`config.mk`:
```
export PLATFORM = sky130hd
export DESIGN_NAME = lru_page_replacement
export DESIGN_NICKNAME = d
export VERILOG_FILES = /design/src/rtl/core/lrupr_pkg.sv /design/src/rtl/core/lrupr_cell.sv /design/src/rtl/core/lru_page_replacement.sv
export SDC_FILE = /design/constraint.sdc
export NUM_CORES = 2
export LEC_CHECK = 0
export BUFFER_PORTS_ARGS = -buffer_cell sky130_fd_sc_hd__buf_2
export CORE_ASPECT_RATIO = 0.6
export CORE_UTILIZATION = 40
export CTS_CLUSTER_DIAMETER = 60
export DETAILED_ROUTE_END_ITERATION = 6
export GPL_TIMING_DRIVEN = 0
export RECOVER_POWER = 100
export SLEW_MARGIN = 30
export SYNTH_ARGS = -nofsm -noshare
export SYNTH_HDL_FRONTEND = slang
export SYNTH_SLANG_ARGS = --single-unit
```
`constraint.sdc`:
```
create_clock -name clock -period 115.1 [get_ports clock]
set_input_delay 23.02 -clock clock [delete_from_list [all_inputs] [get_ports clock]]
set_output_delay 23.02 -clock clock [all_outputs]
set_load 0.02 [all_outputs]
```
`src/rtl/core/lrupr_pkg.sv`:
```
package lrupr_pkg;

   localparam int FRAMES    = 16;
   localparam int PAGE_BITS = 16;
   localparam int IDX_W     = (FRAMES > 1) ? $clog2(FRAMES) : 1;
   localparam int RANK_W    = IDX_W;
   localparam int CNT_W     = 5;
   localparam int FAULT_W   = 32;

   localparam logic [RANK_W-1:0] RANK_MAX  = RANK_W'(FRAMES - 1);
   localparam logic [RANK_W:0]   RANK_OPEN = (RANK_W + 1)'(FRAMES);

   // Search record that walks down the row of frame cells, one cell per cycle.
   typedef struct packed {
      logic                 valid;
      logic [PAGE_BITS-1:0] page;
      logic                 final_ref;
      logic                 hit_found;
      logic [IDX_W-1:0]     hit_idx;
      logic [RANK_W-1:0]    hit_rank;
      logic                 empty_found;
      logic [IDX_W-1:0]     empty_idx;
      logic                 lru_found;
      logic [IDX_W-1:0]     lru_idx;
      logic [RANK_W-1:0]    lru_rank;
      logic [PAGE_BITS-1:0] lru_page;
   } search_type;

   // Update broadcast to every cell at the end of a lookup.
   typedef struct packed {
      logic                 en;
      logic                 clear;
      logic [IDX_W-1:0]     idx;
      logic                 write;
      logic [PAGE_BITS-1:0] page;
      logic [RANK_W:0]      limit;
   } update_type;

endpackage

```
`src/rtl/core/lrupr_cell.sv`:
```
module lrupr_cell import lrupr_pkg::*; #(
   parameter int INDEX = 0
) (
   input  logic       clock,
   input  logic       reset,
   input  logic       in_use,
   input  logic       stall,
   input  search_type rec_in,
   input  update_type upd,
   output search_type rec_out
);

   logic [PAGE_BITS-1:0] page_ff;
   logic                 filled_ff;
   logic                 filled_in;
   logic [RANK_W-1:0]    rank_ff;
   logic [RANK_W-1:0]    rank_in;
   search_type           rec_ff;
   search_type           rec_in_next;
   logic                 match;
   logic                 is_target;

   assign match     = in_use && filled_ff && (page_ff == rec_in.page);
   assign is_target = (upd.idx == IDX_W'(INDEX));

   // Fold this frame into the running search result.
   always_comb begin
      rec_in_next = rec_in;
      if (rec_in.valid) begin
         if (match && !rec_in.hit_found) begin
            rec_in_next.hit_found = 1'b1;
            rec_in_next.hit_idx   = IDX_W'(INDEX);
            rec_in_next.hit_rank  = rank_ff;
         end
         if (in_use && !filled_ff && !rec_in.empty_found) begin
            rec_in_next.empty_found = 1'b1;
            rec_in_next.empty_idx   = IDX_W'(INDEX);
         end
         // Strictly greater keeps the lowest index among equal ranks.
         if (in_use && filled_ff && (!rec_in.lru_found || rank_ff > rec_in.lru_rank)) begin
            rec_in_next.lru_found = 1'b1;
            rec_in_next.lru_idx   = IDX_W'(INDEX);
            rec_in_next.lru_rank  = rank_ff;
            rec_in_next.lru_page  = page_ff;
         end
      end
   end

   always_comb begin
      filled_in = filled_ff;
      rank_in   = rank_ff;
      if (upd.en) begin
         if (upd.clear) begin
            filled_in = 1'b0;
            rank_in   = '0;
         end else if (is_target) begin
            rank_in = '0;
            if (upd.write) begin
               filled_in = 1'b1;
            end
         end else if (in_use && filled_ff && ({1'b0, rank_ff} < upd.limit)
                      && (rank_ff != RANK_MAX)) begin
            rank_in = rank_ff + 1'b1;
         end
      end
   end

   always_ff @(posedge clock) begin
      if (reset) begin
         filled_ff    <= 1'b0;
         rank_ff      <= '0;
         rec_ff.valid <= 1'b0;
      end else begin
         filled_ff <= filled_in;
         rank_ff   <= rank_in;
         if (!stall) begin
            rec_ff <= rec_in_next;
         end
      end
   end

   always_ff @(posedge clock) begin
      if (upd.en && !upd.clear && is_target && upd.write) begin
         page_ff <= upd.page;
      end
   end

   assign rec_out = rec_ff;

endmodule

```
`src/rtl/core/lru_page_replacement.sv`:
```
// Channel  Dir  Beat contents
// req      in   tdata[15:0] page_number; tlast final_reference
// rsp      out  tdata[0] hit, [4:1] frame_index, [5] evicted_valid,
//               [21:6] evicted_page, [53:22] fault_count; tlast is_final
// csr      in   wr_data[4:0] frames_in_use, taken whenever wr_en is high
//
// A reference walks the row of 16 frame cells one cell per clock; the table update
// and the result load happen together, once the last cell holds it and rsp can take
// the result. A new reference can be taken the cycle after its predecessor's result is
// loaded, never before. Reset empties every frame and zeroes the fault count;
// frames_in_use returns to 16. While the result beat waits on rsp_tready the search
// holds in the last cell and the table is not updated.
module lru_page_replacement import lrupr_pkg::*; (
   input  logic        clock,
   input  logic        reset,
   input  logic        req_tvalid,
   output logic        req_tready,
   input  logic [15:0] req_tdata,   // page_number
   input  logic        req_tlast,   // final_reference
   output logic        rsp_tvalid,
   input  logic        rsp_tready,
   output logic [55:0] rsp_tdata,   // hit, frame_index, evicted_valid, evicted_page,
                                    // fault_count, then zero fill
   output logic        rsp_tlast,   // is_final
   input  logic        csr_wr_en,
   input  logic [4:0]  csr_wr_data  // frames_in_use
);

   logic [CNT_W-1:0]     frames_ff;
   logic [CNT_W-1:0]     frames_eff;
   logic [FRAMES-1:0]    in_use;
   logic                 busy_ff;
   logic                 busy_in;
   logic [FAULT_W-1:0]   faults_ff;
   logic [FAULT_W-1:0]   faults_in;
   logic [FAULT_W-1:0]   faults_next;
   logic                 accept;
   logic                 done;
   logic                 stall;
   search_type           chain [FRAMES+1];
   search_type           last;
   update_type           upd;
   logic [FRAMES-1:0]    rec_valids;

   logic                 rsp_valid_ff;
   logic                 rsp_hit_ff;
   logic [IDX_W-1:0]     rsp_idx_ff;
   logic                 rsp_ev_valid_ff;
   logic [PAGE_BITS-1:0] rsp_ev_page_ff;
   logic [FAULT_W-1:0]   rsp_faults_ff;
   logic                 rsp_final_ff;

   logic [IDX_W-1:0]     sel_idx;
   logic                 ev_valid;

   always_comb begin
      if (frames_ff == '0) begin
         frames_eff = CNT_W'(1);
      end else if (frames_ff > CNT_W'(FRAMES)) begin
         frames_eff = CNT_W'(FRAMES);
      end else begin
         frames_eff = frames_ff;
      end
   end

   assign accept = req_tvalid && req_tready;
   assign last   = chain[FRAMES];
   assign done   = last.valid && (!rsp_valid_ff || rsp_tready);
   assign stall  = last.valid && !done;
   assign req_tready = !busy_ff;

   always_comb begin
      chain[0]           = '0;
      chain[0].valid     = accept;
      chain[0].page      = req_tdata[PAGE_BITS-1:0];
      chain[0].final_ref = req_tlast;
   end

   genvar gi;
   generate
      for (gi = 0; gi < FRAMES; gi++) begin : g_cell
         assign in_use[gi]     = (CNT_W'(gi) < frames_eff);
         assign rec_valids[gi] = chain[gi+1].valid;
         lrupr_cell #(.INDEX(gi)) u_cell (
            .clock   (clock),
            .reset   (reset),
            .in_use  (in_use[gi]),
            .stall   (stall),
            .rec_in  (chain[gi]),
            .upd     (upd),
            .rec_out (chain[gi+1])
         );
      end
   endgenerate

   // Pick the frame: the hit, else the first empty frame, else the oldest one.
   always_comb begin
      ev_valid = !last.hit_found && !last.empty_found;
      if (last.hit_found) begin
         sel_idx = last.hit_idx;
      end else if (last.empty_found) begin
         sel_idx = last.empty_idx;
      end else begin
         sel_idx = last.lru_idx;
      end

      upd       = '0;
      upd.en    = done;
      upd.clear = last.final_ref;
      upd.idx   = sel_idx;
      upd.write = !last.hit_found;
      upd.page  = last.page;
      if (last.hit_found) begin
         upd.limit = {1'b0, last.hit_rank};
      end else if (last.empty_found) begin
         upd.limit = RANK_OPEN;
      end else begin
         upd.limit = {1'b0, last.lru_rank};
      end

      if (last.hit_found || (&faults_ff)) begin
         faults_next = faults_ff;
      end else begin
         faults_next = faults_ff + 1'b1;
      end

      faults_in = faults_ff;
      if (done) begin
         faults_in = last.final_ref ? '0 : faults_next;
      end

      busy_in = busy_ff;
      if (accept) begin
         busy_in = 1'b1;
      end else if (done) begin
         busy_in = 1'b0;
      end
   end

   always_ff @(posedge clock) begin
      if (reset) begin
         frames_ff    <= CNT_W'(FRAMES);
         busy_ff      <= 1'b0;
         faults_ff    <= '0;
         rsp_valid_ff <= 1'b0;
      end else begin
         if (csr_wr_en) begin
            frames_ff <= csr_wr_data;
         end
         busy_ff   <= busy_in;
         faults_ff <= faults_in;
         if (done) begin
            rsp_valid_ff <= 1'b1;
         end else if (rsp_tready) begin
            rsp_valid_ff <= 1'b0;
         end
      end
   end

   always_ff @(posedge clock) begin
      if (done) begin
         rsp_hit_ff      <= last.hit_found;
         rsp_idx_ff      <= sel_idx;
         rsp_ev_valid_ff <= ev_valid;
         rsp_ev_page_ff  <= ev_valid ? last.lru_page : '0;
         rsp_faults_ff   <= faults_next;
         rsp_final_ff    <= last.final_ref;
      end
   end

   assign rsp_tvalid = rsp_valid_ff;
   assign rsp_tlast  = rsp_final_ff;
   assign rsp_tdata  = {2'b00, rsp_faults_ff, rsp_ev_page_ff, rsp_ev_valid_ff,
                        rsp_idx_ff, rsp_hit_ff};

`ifndef SYNTH
   a_one_search: assert property (@(posedge clock) disable iff (reset)
      $onehot0(rec_valids))
      else $error("more than one reference in the frame row");

   a_idle_empty: assert property (@(posedge clock) disable iff (reset)
      !busy_ff |-> rec_valids == '0)
      else $error("reference in the frame row while idle");

   a_busy_after_accept: assert property (@(posedge clock) disable iff (reset)
      accept |=> busy_ff)
      else $error("block not busy after taking a reference");

   a_evict_is_miss: assert property (@(posedge clock) disable iff (reset)
      rsp_valid_ff && rsp_ev_valid_ff |-> !rsp_hit_ff)
      else $error("eviction reported on a hit");

   a_final_clears: assert property (@(posedge clock) disable iff (reset)
      done && last.final_ref |=> faults_ff == '0)
      else $error("fault count not cleared after the last reference");
`endif

endmodule
```
# Word-level counts from Yosys, hierarchy flattened
# Cells that the tools add are included.
[word_totals]
reg_bits = 1341
inputBits = 27
out_inout_bits = 59
elab_cells = 838
[classes]
n_addsub = 17
n_lt_le_gt_ge = 48
eq_ne = 48
n_mux = 156
bitwise_logic = 2
n_reduce_logical = 318
[op_table]
columns = ["operator", "n"]
rows = [
  ["2-to-1 mux 39 bit", 15],
  ["2-to-1 mux 25 bit", 16],
  ["equality test 16 bit", 16],
  ["2-to-1 mux 4 bit", 50],
  ["logical AND 1 bit", 162],
  ["2-to-1 mux 9 bit", 16],
  ["2-to-1 mux 5 bit", 20],
  ["less-than comparator 4 x 5 -> 1 bit", 16],
  ["zero test 1 bit", 67],
  ["adder 4 x 1 -> 4 bit, second input constant", 16],
  ["2-to-1 mux 32 bit", 2],
  ["inequality test 4 bit, second input constant", 16],
  ["> comparator 4 bit", 15],
  ["AND reduction 3 bit", 16],
  ["nonzero test 3 bit", 16],
  ["less-than comparator 4 x 5 -> 1 bit, first input constant", 8],
  ["AND reduction 2 bit", 19],
  ["2-to-1 mux 1 bit", 37],
  ["nonzero test 2 bit", 18],
  ["adder 32 x 1 -> 32 bit, second input constant", 1],
  ["equality test 4 bit, second input constant", 8],
  ["AND reduction 32 bit", 1],
  ["less-than comparator 3 x 5 -> 1 bit, first input constant", 4],
  ["logical OR 1 bit", 17],
  ["10 further kinds", 17],
]

# Depth between registers and ports, before layout
[logic_depth]
ltp_word = 10
depth_mapped = 13

# Cells and area by module
# From an unflattened synthesis, not the netlist that was laid out.
[unflattened]
cells_unflattened = 3699
area_unflattened_um2 = 56864.5
[by_module_without_submodules]
columns = ["module", "n_inst", "cells_per_inst", "area_per_inst_um2"]
rows = [
  ["lrupr_cell (g_cell[11].u_cell ...)", 6, 202, 3256.9],
  ["lrupr_cell (g_cell[10].u_cell ...)", 4, 201, 3256.9],
  ["lrupr_cell (g_cell[6].u_cell ...)", 2, 202, 3245.6],
  ["lru_page_replacement", 1, 471, 4807.1],
  ["lrupr_cell (g_cell[0].u_cell)", 1, 202, 3254.4],
  ["lrupr_cell (g_cell[15].u_cell)", 1, 202, 3253.1],
  ["lrupr_cell (g_cell[8].u_cell)", 1, 202, 3246.9],
  ["lrupr_cell (g_cell[7].u_cell)", 1, 202, 3243.1],
]

# Worst setup path before layout
# OpenSTA, ideal clock, no wires.
[synth_timing]
path_type = "input -> register"
from = "in reset"
to = "reg g_cell[0].u_cell.rec_ff, in the netlist g_cell[0].u_cell.rec_out[0] (enable)"
setup_ns = 2.093
t_arrival_ns = 58.962
setup_slack_ns = 54.045
cell_stages = 5
n_path_buf = 4
cell_sequence = "clkbuf_1 > clkbuf_1 > clkbuf_1 > clkbuf_1 > nor2_1"
[synth_between]
elab_chain_len = 2
[synth_rtl]
columns = ["element", "line_no", "source"]
rows = [
  ["start: declaration", "lru_page_replacement.sv:15", "input logic reset,"],
  ["NOT 1 bit (no source line)", "-", ""],
  ["AND reduction 2 bit (no source line)", "-", ""],
  ["end signal: assignment", "lrupr_cell.sv:77", "rec_ff <= rec_in_next;"],
  ["end: declaration", "lrupr_cell.sv:18", "search_type rec_ff;"],
]
# No other way between the ends.
# A chain may end at the register's enable or synchronous reset.

# Worst setup path after layout
[layout_timing]
from = "in reset"
to = "reg g_cell[15].u_cell.rec_ff, in the netlist g_cell[15].u_cell.rec_out[4] (enable)"
[layout_between]
elab_chain_len = 2
[layout_rtl]
columns = ["element", "line_no"]
rows = [
  ["NOT 1 bit (no source line)", "-"],
  ["AND reduction 2 bit (no source line)", "-"],
  ["end signal: assignment", "lrupr_cell.sv:77"],
  ["end: declaration", "lrupr_cell.sv:18"],
]
# No other way between the ends.

==> flow_metrics.env <==
export IMPL_post_cts_resized=0
export IMPL_clk_latency_ns=0.75
export IMPL_failed_checks="capacitance limit, slew limit"
export IMPL_first_global_vias=28500
export IMPL_cp_startpoint="reset"
export IMPL_synthArstFlopShare_pct=0
export IMPL_finalCriticalPeriod_ns=35.88
export IMPL_hold_violations=0
export IMPL_rsz0062_at_grt="false"
export IMPL_first_iter_violations=2789
export IMPL_worst_path_max_delay_cell="nor2_1"
export IMPL_worstSetupEndpointType="register"
export IMPL_grt_pass1_wl_um=187000
export IMPL_worst_hold_slack_ns=0.387
export IMPL_hpwl_um=96000
export IMPL_hold_depth=0
export IMPL_cts_setup_buffers=0
export IMPL_cpPeakStageDelay_ns=1.20
export IMPL_synthAdderAreaFrac_pct=2.90
export IMPL_hold_end="g_cell[11].u_cell.rec_out[39]$_DFFE_PP_"
export IMPL_yosysSeqAreaShare_pct=69.7
export IMPL_dr_pass1_iters=6
export IMPL_crit_path_frequent_cell="clkbuf_1"
export IMPL_nNetsFinal=3934
export IMPL_cts_htree_levels=3
export IMPL_drv_slew=78
export IMPL_status="finished with violations"
export IMPL_place_congestion=0.984
export IMPL_critPathBufInv=17
export IMPL_ioPinCount=86
export IMPL_synth_top_family_by_area="simple AND/OR/NAND/NOR gates"
export IMPL_cap_violations=3
export IMPL_clock_path_buffers=3
export IMPL_critical_path_top_delay_family="buffers and inverters"
export IMPL_avgViaCountPerCell=5.12
export IMPL_max_slew_margin_pct=-68.8
export IMPL_r2r_end="g_cell[15].u_cell.rec_out[4]$_DFFE_PP_"
export IMPL_min_from="g_cell[10].u_cell.rec_out[39]$_DFFE_PP_"
export IMPL_stdcell_count=5664
export IMPL_ctsHoldBuffers=0
export IMPL_pre_cts_ws_ns=86.22
export IMPL_max_vdd_ir_drop_v=0.0000117
export IMPL_cts_tree="built"
export IMPL_via_count=29000
export IMPL_wl_um=126000
export IMPL_root_buffer="clkbuf_16"
export IMPL_p_leak_nw=20.6
export IMPL_wire_per_inst_um=22.3
export IMPL_synth_edf_count=1161
export IMPL_die_h_um=286
export IMPL_grt_max_degree=41
export IMPL_grt_overflow=0
export IMPL_antenna_found_initial=5
export IMPL_yosys_register_bits=1296
export IMPL_synth_xor_xnor_area_share_pct=4.74
export IMPL_design_core_area_um2=133000
export IMPL_start_util_pct=40.7
export IMPL_cp_max_fo=23
export IMPL_rr_startpoint="rsp_tvalid$_SDFFE_PP0P_"
export IMPL_hold_path_class="register to register"
export IMPL_worst_pin_slew_ns=2.53
export IMPL_reg2reg_depth=18
export IMPL_cp_cell_sequence="clkbuf_1 -> clkbuf_1 -> clkbuf_1 -> clkbuf_1 -> nor2_1 -> clkbuf_1 -> clkbuf_1 -> clkbuf_1 -> clkbuf_1 -> clkbuf_1 -> clkbuf_1 -> clkbuf_1 -> clkbuf_1 -> clkbuf_1 -> clkbuf_1 -> clkbuf_1 -> clkbuf_1 -> clkbuf_1"
export IMPL_path_clk_slew_ns=0.07
export IMPL_finClkSkew_ns=0.0491
export IMPL_ys_warn_count=0
export IMPL_max_freq_ghz=0.0279
export IMPL_cts_num_sinks=1296
export IMPL_postSynthCellCount=3517
export IMPL_portBuffers=81
export IMPL_design_die_area_um2=136000
export IMPL_rows=103
export IMPL_p_per_area_nw_per_um2=15.9
export IMPL_setup_ws_ns=79.22
export IMPL_drc_errors=0
export IMPL_place_inst=5437
export IMPL_fin_util_pct=45.6
export IMPL_setup_violations=0
export IMPL_synthSimpleGateAreaFrac_pct=7.93
export IMPL_synthFlopType="edfxtp_1"
export IMPL_r2r_slack_ns=102.38
export IMPL_min_period_over_period_pct=31.2
export IMPL_drtAntennaViolNets=0
export IMPL_cts_buffers=114
export IMPL_muxShareOfSynthArea_pct=7.82
export IMPL_synth_compound_area_share_pct=5.36
export IMPL_startpoint_type="input pin"
export IMPL_critPathArrivalTime_ns=36.23
export IMPL_synth_area_um2=53900
export IMPL_critPathKind="input pin to register"
export IMPL_syn_area_per_cell_um2=15.3
export IMPL_area_delta_synth_final_pct=12.2
export IMPL_ys_types=79
export IMPL_die_x_um=476
export IMPL_grtUsageTotal_pct=18.5
export IMPL_finalSetupTns_ns=0
export IMPL_crit_required_ns=115.45
export IMPL_drive_gt1_share_pct=16.1
==> worst register-to-register path, delay by kind of cell, from the launching register on <==
kind / cells / cell delay, ns
buffers and inverters: 15 / 10.52
and+or+nand+nor: 3 / 1.46
DFF: 1 / 0.32
==> metal layers <==
| layer | up-vias | GRT usage, % | wire length [um] |
|---|---|---|---|
| met4 | 0 | 4.41 | 2340 |
| li1 | 13900 | - | - |
| met2 | 914 | 24.0 | 48300 |
| met3 | 155 | 5.58 | 11700 |
| met5 | - | 0 | 0 |
| met1 | 14100 | 29.4 | 63900 |
==> flip-flops by register name, indices dropped and copies added (netlist names) <==
signal	count
rsp_ev_page_ff	16
g_cell.u_cell.page_ff	256
rsp_idx_ff	4
rsp_tvalid	1
rsp_hit_ff	1
g_cell.u_cell.filled_ff	16
g_cell.u_cell.rec_out	866
rsp_faults_ff	32
frames_ff	5
rsp_ev_valid_ff	1
faults_ff	32
g_cell.u_cell.rank_ff	64
rsp_tlast	1
busy_ff	1
==> cells in the mapped netlist, types with 9 or more instances <==
cell type  count  area share (%)
a21o_1         9            0.13
o21bai_1      19            0.26
and2_1        27            0.31
o21ai_0       96            0.89
mux2_2       362             7.6
nand2_1      152             1.1
ha_1         125             2.9
inv_1         97            0.68
and3_1        45            0.52
nand4_1       78            0.91
or2_2         83            0.96
mux2i_1       14            0.26
o21a_1        48            0.67
xor2_1       135             2.2
nor2_1        80            0.56
nand3_1       75            0.70
nor2b_1       74            0.86
dfxtp_1      135             5.0
o211ai_1      16            0.22
buf_2         20            0.19
nor3_1        39            0.36
nand2b_1      38            0.44
a31oi_1       31            0.36
a22o_1         9            0.15
nor4_1        39            0.45
or3_1         17            0.20
or4_1         13            0.18
a41oi_1       11            0.18
a21oi_1       95            0.88
edfxtp_1    1161              65
o31ai_1       19            0.26
xnor2_1      157             2.6
clkbuf_1      72            0.50
==> layout make-up <==
class	instances	area, um^2
clock inverter	72	733
buffer	108	438
clock buffer	135	2980
sequential	1296	37600
antenna	6	15.0
tap	1785	2230
inverter	102	383
multi-input combinational	2012	15500
timing repair buffer	148	599
fill	11700	72100
==> cell families after synthesis <==
kind of cell,count (synthesis)
other,1
buffers and inverters,210
AND/OR/NAND/NOR,784
XOR/XNOR,292
flip-flops,1296
multiplexers,376
AO/OA/AOI/OAI,433
adder cells (fa/ha/maj),125
==> placed cells by master (no fill, tap or decap), drive strengths merged, types with 9 or more instances in the layout <==
cell type,netlist,layout
xor2,135,135
o211ai,16,16
ha,125,125
nand4,79,79
a22o,9,9
nand3,75,75
xnor2,157,157
edfxtp,1161,1161
and2,27,27
o31ai,19,19
or3,17,17
clkbuf,74,363
nand2b,38,38
mux2,362,362
a21oi,96,96
or2,83,83
dfxtp,135,135
buf,34,28
nor2b,74,74
nand2,152,152
a31oi,32,32
bufinv,0,10
o21bai,19,19
o21ai,96,96
a41oi,12,12
nor3,40,40
nor4,41,41
o21a,49,49
clkinv,2,56
a21o,9,9
nor2,80,80
inv,100,102
and3,45,45
or4,13,13
mux2i,14,14
==> worst max-delay path by stage <==
stage / depth (start not counted) / endpoint / slack [ns]
global placement: 5 / g_cell[14].u_cell.rec_out[4]$_DFFE_PP_ / 38.66
finish: 18 / g_cell[15].u_cell.rec_out[4]$_DFFE_PP_ / 79.22
global route: 18 / g_cell[15].u_cell.rec_out[4]$_DFFE_PP_ / 78.18
floorplan: 5 / g_cell[0].u_cell.rec_out[0]$_SDFFCE_PN0P_ / 54.05
CTS: 18 / g_cell[15].u_cell.rec_out[10]$_DFFE_PP_ / 87.03
detailed placement: 18 / g_cell[15].u_cell.rec_out[11]$_DFFE_PP_ / 86.22
==> metrics by stage <==
step / total power, W / cell area, um^2
global placement: 0.000614 / 56600
finish: 0.000963 / 60500
detailed placement: 0.000594 / 57900
CTS: 0.000976 / 61600
floorplan: 0.000589 / 53900
global route: 0.000994 / 60500
==> report_power, final <==
group          switching (W)  internal (W)  total [W]
clock network       0.000174      0.000208   0.000382
registers         0.00000858      0.000532   0.000541
logic              0.0000264     0.0000137  0.0000401
No activity file was read; power rests on OpenSTA's default activity.
